--- src/rtl/ictf_pkg.sv ---
// Shared types, sequencer codes and constants for the complementary tilt filter.
// Used by ictf_ctrl, ictf_dp and the top level; depends on nothing else.
package ictf_pkg;

    // Sequencer step codes; the controller state doubles as the datapath command.
    localparam logic [4:0] S_IDLE     = 5'd0;
    localparam logic [4:0] S_SQ_INIT  = 5'd1;
    localparam logic [4:0] S_SQ_STEP  = 5'd2;
    localparam logic [4:0] S_CO_INIT  = 5'd3;
    localparam logic [4:0] S_CO_STEP  = 5'd4;
    localparam logic [4:0] S_CO_DONE  = 5'd5;
    localparam logic [4:0] S_G_MUL    = 5'd6;
    localparam logic [4:0] S_G_DIVLD  = 5'd7;
    localparam logic [4:0] S_DV_MUL   = 5'd8;
    localparam logic [4:0] S_DV_COR   = 5'd9;
    localparam logic [4:0] S_G_STORE  = 5'd10;
    localparam logic [4:0] S_W_SUM    = 5'd11;
    localparam logic [4:0] S_W_DIVLD  = 5'd12;
    localparam logic [4:0] S_W_KMUL   = 5'd13;
    localparam logic [4:0] S_W_APP    = 5'd14;
    localparam logic [4:0] S_B_MUL    = 5'd15;
    localparam logic [4:0] S_B_ADD    = 5'd16;
    localparam logic [4:0] S_FIN      = 5'd17;

    // Register index of the gyro weight.
    localparam logic REG_GYRO_WEIGHT = 1'b0;
    localparam logic [15:0] GYRO_WEIGHT_RST = 16'd64225;

    // Iteration counter width and square-root step count.
    localparam int unsigned CNT_W      = 5;
    localparam int unsigned SQRT_STEPS = 24;

    // CORDIC constants, angle accumulator in 2^-15 degree.
    localparam logic signed [24:0] QUARTER_TURN = 25'sd2949120;

    // Angle limits in 1/128 degree.
    localparam logic signed [25:0] LIM_X = 26'sd23040;
    localparam logic signed [25:0] LIM_Y = 26'sd11520;

    // Reciprocal constants for division by 125 and 45 (scaled by 2^37).
    localparam int unsigned RECIP_SHIFT = 37;
    localparam logic [31:0] RECIP_125 = 32'd1099511627;
    localparam logic [31:0] RECIP_45  = 32'd3054198966;
    localparam logic [6:0]  DIV_125   = 7'd125;
    localparam logic [6:0]  DIV_45    = 7'd45;

    // Command from controller to datapath.
    typedef struct packed {
        logic [4:0]       op;
        logic             load;
        logic             out_load;
        logic             pass;
        logic             lane;
        logic [1:0]       gi;
        logic [CNT_W-1:0] cnt;
    } t_cmd;

    // Status from datapath to controller.
    typedef struct packed {
        logic in_range;
    } t_stat;

    // Arctangent of 2^-i in 2^-15 degree.
    function automatic logic signed [24:0] atan_entry(input logic [CNT_W-1:0] idx);
        logic signed [24:0] v;
        case (idx)
            5'd0:    v = 25'sd1474560;
            5'd1:    v = 25'sd870484;
            5'd2:    v = 25'sd459940;
            5'd3:    v = 25'sd233473;
            5'd4:    v = 25'sd117189;
            5'd5:    v = 25'sd58652;
            5'd6:    v = 25'sd29333;
            5'd7:    v = 25'sd14667;
            5'd8:    v = 25'sd7334;
            5'd9:    v = 25'sd3667;
            5'd10:   v = 25'sd1833;
            5'd11:   v = 25'sd917;
            5'd12:   v = 25'sd458;
            5'd13:   v = 25'sd229;
            5'd14:   v = 25'sd115;
            5'd15:   v = 25'sd57;
            5'd16:   v = 25'sd29;
            5'd17:   v = 25'sd14;
            5'd18:   v = 25'sd7;
            5'd19:   v = 25'sd4;
            5'd20:   v = 25'sd2;
            5'd21:   v = 25'sd1;
            default: v = 25'sd0;
        endcase
        return v;
    endfunction

endpackage

--- src/rtl/ictf_ctrl.sv ---
// Sequencer for the tilt filter: walks the square root, CORDIC, divide,
// wrap and blend steps and owns both handshakes. Depends on ictf_pkg.
module ictf_ctrl import ictf_pkg::*; #(
    parameter int unsigned CORDIC_STEPS = 16
) (
    input  logic  i_clk,
    input  logic  i_rst_n,
    input  logic  i_in_valid,
    output logic  o_in_stall,
    output logic  o_out_valid,
    input  logic  i_out_stall,
    input  t_stat i_stat,
    output t_cmd  o_cmd
);

    logic [4:0]       r_state, n_state;
    logic [CNT_W-1:0] r_cnt, n_cnt;
    logic             r_pass, n_pass;
    logic             r_lane, n_lane;
    logic [1:0]       r_gi, n_gi;
    logic             r_wrap, n_wrap;
    logic             r_ovalid, n_ovalid;
    logic             accept;
    logic             out_load;

    assign accept   = (r_state == S_IDLE) && i_in_valid;
    assign out_load = (r_state == S_FIN) && (!r_ovalid || !i_out_stall);

    // Next-state logic.
    always_comb begin
        n_state  = r_state;
        n_cnt    = r_cnt;
        n_pass   = r_pass;
        n_lane   = r_lane;
        n_gi     = r_gi;
        n_wrap   = r_wrap;
        n_ovalid = r_ovalid && i_out_stall;
        case (r_state)
            S_IDLE: begin
                if (accept) begin
                    n_state = S_SQ_INIT;
                    n_pass  = 1'b0;
                end
            end
            S_SQ_INIT: begin
                n_cnt   = '0;
                n_state = S_SQ_STEP;
            end
            S_SQ_STEP: begin
                n_cnt = r_cnt + 1'b1;
                if (r_cnt == CNT_W'(SQRT_STEPS - 1)) n_state = S_CO_INIT;
            end
            S_CO_INIT: begin
                n_cnt   = '0;
                n_state = S_CO_STEP;
            end
            S_CO_STEP: begin
                n_cnt = r_cnt + 1'b1;
                if (r_cnt == CNT_W'(CORDIC_STEPS - 1)) n_state = S_CO_DONE;
            end
            S_CO_DONE: begin
                if (!r_pass) begin
                    n_pass  = 1'b1;
                    n_state = S_SQ_INIT;
                end else begin
                    n_gi    = 2'd0;
                    n_state = S_G_MUL;
                end
            end
            S_G_MUL: begin
                n_wrap  = 1'b0;
                n_state = S_G_DIVLD;
            end
            S_G_DIVLD: n_state = S_DV_MUL;
            S_DV_MUL:  n_state = S_DV_COR;
            S_DV_COR:  n_state = r_wrap ? S_W_KMUL : S_G_STORE;
            S_G_STORE: begin
                if (r_gi == 2'd2) begin
                    n_lane  = 1'b0;
                    n_state = S_W_SUM;
                end else begin
                    n_gi    = r_gi + 2'd1;
                    n_state = S_G_MUL;
                end
            end
            S_W_SUM: n_state = S_W_DIVLD;
            S_W_DIVLD: begin
                if (i_stat.in_range) begin
                    n_state = S_B_MUL;
                end else begin
                    n_wrap  = 1'b1;
                    n_state = S_DV_MUL;
                end
            end
            S_W_KMUL: n_state = S_W_APP;
            S_W_APP:  n_state = S_B_MUL;
            S_B_MUL:  n_state = S_B_ADD;
            S_B_ADD: begin
                if (!r_lane) begin
                    n_lane  = 1'b1;
                    n_state = S_W_SUM;
                end else begin
                    n_state = S_FIN;
                end
            end
            S_FIN: begin
                if (out_load) begin
                    n_ovalid = 1'b1;
                    n_state  = S_IDLE;
                end
            end
            default: n_state = S_IDLE;
        endcase
    end

    // State registers.
    always_ff @(posedge i_clk) begin
        if (!i_rst_n) begin
            r_state  <= S_IDLE;
            r_cnt    <= '0;
            r_pass   <= 1'b0;
            r_lane   <= 1'b0;
            r_gi     <= 2'd0;
            r_wrap   <= 1'b0;
            r_ovalid <= 1'b0;
        end else begin
            r_state  <= n_state;
            r_cnt    <= n_cnt;
            r_pass   <= n_pass;
            r_lane   <= n_lane;
            r_gi     <= n_gi;
            r_wrap   <= n_wrap;
            r_ovalid <= n_ovalid;
        end
    end

    // Command to the datapath.
    always_comb begin
        o_cmd.op       = r_state;
        o_cmd.load     = accept;
        o_cmd.out_load = out_load;
        o_cmd.pass     = r_pass;
        o_cmd.lane     = r_lane;
        o_cmd.gi       = r_gi;
        o_cmd.cnt      = r_cnt;
    end

    assign o_in_stall  = (r_state != S_IDLE);
    assign o_out_valid = r_ovalid;

endmodule

--- config.mk ---
export PLATFORM = sky130hd
export DESIGN_NAME = ictf_ctrl
export DESIGN_NICKNAME = d
export VERILOG_FILES = /design/src/rtl/ictf_pkg.sv /design/src/rtl/ictf_ctrl.sv
export SDC_FILE = /design/constraint.sdc
export NUM_CORES = 1
export LEC_CHECK = 0
export BUFFER_PORTS_ARGS = -buffer_cell sky130_fd_sc_hd__buf_2
export CAP_MARGIN = 20
export CORE_ASPECT_RATIO = 1.25
export CORE_MARGIN = 10
export CORE_UTILIZATION = 29
export CTS_CLUSTER_SIZE = 28
export DETAILED_ROUTE_END_ITERATION = 8
export MAX_ROUTING_LAYER = met4
export PLACE_DENSITY = 0.53
export SETUP_SLACK_MARGIN = 0.05
export SYNTH_ARGS = -nofsm -noshare
export SYNTH_HDL_FRONTEND = slang
export SYNTH_SLANG_ARGS = --single-unit
--- constraint.sdc ---
create_clock -name i_clk -period 1.9 [get_ports i_clk]
set_clock_uncertainty 0.15 [all_clocks]
set_input_delay 0.285 -clock i_clk [delete_from_list [all_inputs] [get_ports i_clk]]
set_output_delay 0.285 -clock i_clk [all_outputs]
set_load 0.005 [all_outputs]
==> results of run 1 <==
[area by class of cell]
type	count	area (µm²)	share of cell area (%)
timing repair buffer	33	193	14.5
tap	40	50.0	3.76
clock buffer	4	55.1	4.13
inverter	8	30.0	2.25
multi-input combinational	95	681	51.1
sequential	16	324	24.3
[placed cells by master, fill, tap and decap left out, types with 2 or more instances in the layout]
| cell type | count |
|---|---|
| a21oi_1 | 6 |
| nand3b_1 | 3 |
| nor4b_2 | 2 |
| xor2_1 | 3 |
| inv_2 | 3 |
| clkbuf_8 | 4 |
| o21a_1 | 5 |
| nor2_1 | 14 |
| buf_4 | 11 |
| buf_2 | 22 |
| nand3_1 | 4 |
| a211oi_1 | 3 |
| inv_1 | 5 |
| a22oi_1 | 2 |
| and3_1 | 3 |
| o211ai_1 | 2 |
| dfxtp_2 | 3 |
| nand2_1 | 5 |
| dfxtp_1 | 13 |
| ha_1 | 3 |
| o21ai_1 | 6 |
| nor3b_1 | 2 |
| nand4b_1 | 2 |
[power by group through the flow]
stage / logic [W] / registers (W) / clock network [W]
after CTS: 0.000686 / 0.000448 / 0.000319
after global routing: 0.000761 / 0.000466 / 0.000334
after floorplan: 0.000508 / 0.000411 / 0
after detailed placement: 0.000678 / 0.000454 / 0
final: 0.000688 / 0.000458 / 0.000321
after global placement: 0.000681 / 0.000447 / 0
[cell usage after synthesis, types with 3 or more instances]
cell,instances
dfxtp_1,16
nor2_1,15
a21oi_1,6
o21ai_1,6
buf_4,5
inv_1,5
nand2_1,5
o21a_1,5
nand3_1,4
a211oi_1,3
and3_1,3
buf_2,3
buf_6,3
ha_1,3
inv_2,3
nand3b_1,3
xor2_1,3
[critical path: stages (launching register included)]
cell and delay (ns):
dfxtp_1 0.40, nor2_2 0.26, and3_1 0.27, buf_2 0.14
[timing repair]
action,4_1_cts,5_1_grt
hold endpoints to repair,0,0
gates resized for setup,2,4
buffers inserted,0,0
endpoints found under the setup margin,2,2
[metrics by stage]
step	hold WS, ns	total power, W	util (%)
finish	0.159	0.00147	35.5
global route	0.190	0.00156	35.5
CTS	0.162	0.00145	35.2
detailed placement	0.347	0.00113	33.6
global placement	0.340	0.00113	33.6
floorplan	0.299	0.000920	-
[routing by layer]
metal | up-vias | global-route usage [%]
met5 | - | -
met4 | 0 | 4.57
met3 | 6 | 2.11
met2 | 26 | 17.4
met1 | 527 | 10.6
li1 | 527 | -
[sequential cells by signal, indices dropped and copies added (netlist names)]
register / cells
r_cnt: 5
r_gi: 2
r_state: 5
r_pass: 1
r_wrap: 1
o_out_valid: 1
r_lane: 1
[cells by family after synthesis]
kind of cell	after synthesis	synth area share (%)
simple gates	47	26.4
compound gates	41	27.0
buf+inv	21	11.1
flops	16	28.8
xor+xnor	3	2.37
fa+ha+maj	3	3.38
mux	1	0.901
[worst max path at each step]
stage,start,endpoint,slack [ns],depth (start not counted)
global placement,r_cnt[0],r_state[0],0.21,7
global route,r_state[3],o_cmd[9],0.05,4
detailed placement,r_cnt[0],r_state[0],0.22,7
CTS,r_state[1],o_cmd[9],0.07,4
floorplan,r_cnt[0],r_state[0],0.31,7
finish,r_state[0],o_cmd[10],0.14,3
==> impl_results.md, run 1 <==
- Top Ports: 23
- Top cells by area, synth: dfxtp_1 29%, nor2_1 5.1%, buf_4 3.4%, ha_1 3.4%, o21a_1 3.4%
- Max Clock Freq: 568 MHz
- Top FF cell, synth: dfxtp_1
- Cell area after synthesis: 1110 µm²
- Slew @ Worst Pin: 0.422 ns
- Via count of the routed design: 1,086
- CTS Buffer Depth: 2
- Dominant cell type by area after synthesis: dfxtp_1
- Vias in the first global route: 1,094
- Clock power share: 21.9%
- Fin. Hold Viols: 0
- Syn-to-layout area delta: 19.9%
- CP Launch Type: flip-flop
- Synthesized area per cell: 8.42 µm²
- Global-route wire length before repair: 5.18 mm
- Switch share: 39.9%
- Number of port buffers: 22
- Rel. slew slack: 71.6%
- WL final: 3.19 mm
- Endpoint class of the critical path: output pin
- Switching pwr: 0.000585 W
- Antenna violations before repair: 0
- Core area: 3750 µm²
- Final period utilization: 92.6%
- CTS tree: done
- Maximum VDD drop: 521 µV
- Die W: 75.4 µm
- Drt pass-1 iters: 4
- Total grt overflow: 0
- Synth async-reset ratio: 0%
- Final Slew Violations: 0
- Post-Place Setup Slack: 0.218 ns
- Skew-Pair Late Insertion Delay: 0.25 ns
- Initial core utilization: 29.6%
- Worst Setup Slack, final: 0.140 ns
- H-tree levels: 1
- CTS Root Cell: clkbuf_8
- Worst EP required: 1.46 ns
- Cell variety after synth: 51
- HP Start: i_out_stall
- Placement Cell Area: 1260 µm²
- Worst hold path type: in -> reg
- Met3 wire length: 101 µm
- Internal Power: 0.000881 W
- Critical-path maximum fanout: 8
- CTS Sinks: 16
- DR WL met2: 1.65 mm
- Share of layout cells above drive strength 1: 34.0%
- Largest net degree at the start of global routing: 13
- Total GRT Usage: 10.0%
- Cell Count Post-Placement: 192
- CTS Buf Count: 3
- Wl on met1: 1.38 mm
- Hold path depth: 3
- Seq pwr share: 31.2%
- Number of diodes: 0
- Share of the synthesized area in the top cell type: 28.8%
- CP Data Arrival Time: 1.32 ns
- Worst Hold End: o_out_valid
- R2r worst-path depth: 7
- Flop-to-flop setup slack: 0.21 ns
- Fin nets: 165
- DRC viols: 0
- Yosys warns: 0
- R2R Path End: r_state[0]
- Fin cells: 196
- Drt initial violations: 55
- Setup violators final: 0
- Post-CTS Hold Buffers: 0
- Cell Rows: 25
- Finished layout cell area: 1330 µm²
- Sequential element share of the synthesized area: 28.8%
- Leak: 0.559 nW
- Die Ht: 89.2 µm
- Full die area: 6720 µm²
- Combinational group share of total power: 46.9%
- Cell count after synthesis: 132
- PD cells: 1100 nW/µm²
- Crit path kind: reg -> out
- Mapped Nets: 140
- Max Cap Viol: 0
- Outcome: completed
- Seq cells post-synth: 16
- Setup TNS: 0 ns
- Fin crit period: 1.76 ns
- Reg2reg start: r_cnt[0]
- Clock transition at the registers of the reported paths: 0.07 ns
- Top sig layer: met4
- Final ANT Viol Nets: 0
- Detail Placement HPWL: 2.57 mm
- Placer Congestion: 0.936
- Avg WL per Cell: 16.3 µm
- EDFF count, synth: 0
- RSZ-0062 raised after global routing: no
- DR vias/cell: 5.54
- Fill cells: 415
Note: power is estimated with default switching activity, not from simulation.
==> run 2, diff against run 1 <==
--- a/config.mk
+++ b/config.mk
@@ -5,8 +5,9 @@
 export SDC_FILE = /design/constraint.sdc
 export NUM_CORES = 1
 export LEC_CHECK = 0
+export ABC_AREA = 1
 export BUFFER_PORTS_ARGS = -buffer_cell sky130_fd_sc_hd__buf_2
-export CAP_MARGIN = 20
+export CAP_MARGIN = 40
 export CORE_ASPECT_RATIO = 1.25
 export CORE_MARGIN = 10
 export CORE_UTILIZATION = 29
==> run 2 against run 1 <==
Design area is 5.5% lower. Largest cell class unchanged. Flip-flop and latch count stayed put. Via count decreased by 1.1%. Highest routed layer unchanged. Final cell count increased by 17%. Area after synthesis decreased by 5.7%.
==> impl_results.md, run 2 <==
- Outcome: completed (unchanged)
- Leak: 0.654 nW (was 0.559 nW)
- DR vias/cell: 4.67 (was 5.54)
- Switching pwr: 0.000573 W (was 0.000585 W)
- Largest net degree at the start of global routing: 12 (was 13)
- PD cells: 1080 nW/µm² (was 1100 nW/µm²)
- Vias in the first global route: 1,164 (was 1,094)
- Die W: 73.8 µm (was 75.4 µm)
- Full die area: 6430 µm² (was 6720 µm²)
- Endpoint class of the critical path: output pin (unchanged)
- Top Ports: 23 (unchanged)
- Rel. slew slack: 72.5% (was 71.6%)
- Sequential element share of the synthesized area: 30.6% (was 28.8%)
- Detail Placement HPWL: 2.27 mm (was 2.57 mm)
- Seq cells post-synth: 16 (unchanged)
- RSZ-0062 raised after global routing: yes (was no)
- Max Clock Freq: 575 MHz (was 568 MHz)
- CP Launch Type: flip-flop (unchanged)
- Drt initial violations: 41 (was 55)
- Clock transition at the registers of the reported paths: 0.07 ns (about the same)
- CTS Root Cell: clkbuf_8 (unchanged)
- Post-CTS Hold Buffers: 0 (unchanged)
- Initial core utilization: 30.1% (was 29.6%)
- H-tree levels: 1 (unchanged)
- Skew-Pair Late Insertion Delay: 0.26 ns (was 0.25 ns)
- Combinational group share of total power: 42.4% (was 46.9%)
- DRC viols: 0 (unchanged)
- Drt pass-1 iters: 4 (unchanged)
- Synth cell count leaders: 39 x nand2_1, 24 x nor2_1, 20 x inv_1 (was 16 x dfxtp_1, 15 x nor2_1, 6 x a21oi_1, 6 x o21ai_1)
- Worst hold path type: in -> reg (unchanged)
- Total grt overflow: 0 (unchanged)
- Placer Congestion: 0.875 (was 0.936)
- Switch share: 42.3% (was 39.9%)
- CTS tree: done (unchanged)
- Worst EP required: 1.46 ns (about the same)
- Mapped Nets: 175 (was 140)
- Dominant cell type by area after synthesis: dfxtp_1 (unchanged)
- Cell variety after synth: 24 (was 51)
- Top cells by area, synth: dfxtp_1 31%, nand2_1 14%, nor2_1 8.6%, inv_1 7.2%, a21oi_1 5.7% (was dfxtp_1 29%, nor2_1 5.1%, buf_4 3.4%, ha_1 3.4%, o21a_1 3.4%)
- Setup violators final: 0 (unchanged)
- Yosys warns: 0 (unchanged)
- Internal Power: 0.000781 W (was 0.000881 W)
- Final period utilization: 91.5% (was 92.6%)
- EDFF count, synth: 0 (unchanged)
- Count leader, synth: nand2_1 (was dfxtp_1)
- CTS Buffer Depth: 2 (unchanged)
- Global-route wire length before repair: 5.06 mm (was 5.18 mm)
- Share of the synthesized area in the top cell type: 30.6% (was 28.8%)
- Syn-to-layout area delta: 20.2% (was 19.9%)
- Most common cell after layout, fill and taps aside: nand2_1 (was buf_2)
- Critical-path maximum fanout: 7 (was 8)
- Via count of the routed design: 1,074 (was 1,086)
- Synthesized area per cell: 6.27 µm² (was 8.42 µm²)
- Cell count after synthesis: 167 (was 132)
- Top flop regs: r_cnt x5, r_state x5, r_gi x2 (unchanged)
- Setup TNS: 0 ns (unchanged)
- Fin crit period: 1.74 ns (was 1.76 ns)
- Crit path kind: reg -> out (unchanged)
- Fin. Hold Viols: 0 (unchanged)
- Fin nets: 200 (was 165)
- WL final: 2.89 mm (was 3.19 mm)
- CTS Sinks: 16 (unchanged)
- Overall power: 0.00135 W (was 0.00147 W)
- Avg WL per Cell: 12.6 µm (was 16.3 µm)
- Number of diodes: 0 (unchanged)
- Clock power share: 23.9% (was 21.9%)
- Final ANT Viol Nets: 0 (unchanged)
- Seq pwr share: 33.7% (was 31.2%)
- Final Slew Violations: 0 (unchanged)
- Max Cap Viol: 0 (unchanged)
- Cell Rows: 24 (was 25)
- Share of layout cells above drive strength 1: 26.2% (was 34.0%)
- Slew @ Worst Pin: 0.412 ns (was 0.422 ns)
- Number of port buffers: 22 (unchanged)
- Antenna violations before repair: 0 (unchanged)
- Cell area after synthesis: 1050 µm² (was 1110 µm²)
- Commonest non-fill, non-tap cells in the layout: 38 x nand2_1, 24 x nor2_1, 22 x buf_2 (was 22 x buf_2, 14 x nor2_1, 13 x dfxtp_1)
- Top FF cell, synth: dfxtp_1 (unchanged)
- Maximum VDD drop: 528 µV (was 521 µV)
- Die Ht: 87.2 µm (was 89.2 µm)
- Core area: 3480 µm² (was 3750 µm²)
- CTS Buf Count: 3 (unchanged)
- Synth async-reset ratio: 0% (unchanged)
- Total GRT Usage: 9.85% (was 10.0%)
- CP Data Arrival Time: 1.30 ns (was 1.32 ns)
==> run 2: final cells by class <==
type | count | area, µm²
Fill cell | 391 | 2220
Sequential cell | 16 | 324
Timing Repair Buffer | 26 | 140
Clock buffer | 4 | 55.1
Multi-Input combinational cell | 120 | 597
Inverter | 25 | 93.8
Tap cell | 39 | 48.8
==> run 2: worst max-delay path, stage by stage, from the launching register on <==
cell	delay, ns
dfxtp_2	0.44
nand2_2	0.14
nor3_2	0.20
inv_1	0.07
nor2_1	0.08
buf_2	0.11
==> run 2: kinds of logic (layout without fill, tap and decap cells) <==
family          count (synthesis)  count (layout)  share of synthesized area [%]
flops                          16              16                           30.6
buf+inv                        31              55                           12.7
compound gates                 23              23                           11.0
fa+ha+maj                       3               3                           3.58
xor+xnor                        1               1                          0.836
simple gates                   93              93                           41.3
==> run 2: worst paths after layout <==
path | startpoint | endpoint | slack [ns] | depth (start not counted)
min | i_out_stall | o_out_valid | 0.14 | 3
max reg2reg | r_state[1] | r_state[3] | 0.25 | 8
min reg2reg | o_out_valid | o_out_valid | 0.34 | 2
max | r_state[0] | o_cmd[9] | 0.16 | 5
==> run 2: power groups by stage <==
stage	Combinational (W)	Clock [W]	Sequential (W)
floorplan	0.000405	0	0.000455
global placement	0.000568	0	0.000460
detailed placement	0.000565	0	0.000459
CTS	0.000569	0.000331	0.000454
global route	0.000678	0.000340	0.000465
finish	0.000573	0.000323	0.000457
==> run 2: stage by stage <==
stage	worst slack, ns	util (%)	std cells	hold WS (ns)	instance area, µm²
6_report	0.161	36.1	230	0.138	1260
3_3_place_gp	0.246	33.5	222	0.334	1170
2_1_floorplan	0.391	-	167	0.233	1050
4_1_cts	0.0725	35.1	226	0.143	1220
3_5_place_dp	0.232	33.5	222	0.334	1170
5_1_grt	0.0108	36.1	230	0.149	1260
==> run 2: timing repair <==
action	in CTS	in global routing
setup buffers	0	4
resized for setup	1	3
pin swaps	0	1
endpoints found under the setup margin	1	3
endpoints found under the hold margin	0	0
==> run 2: layer usage <==
layer	share of wire [%]	up-vias	GRT usage [%]	wire length [µm]
met5	0	-	-	0
met4	2.6	0	4.75	76
met3	5.5	7	2.28	158
met2	47	30	15.5	1350
met1	45	464	11.4	1310
li1	-	573	-	-
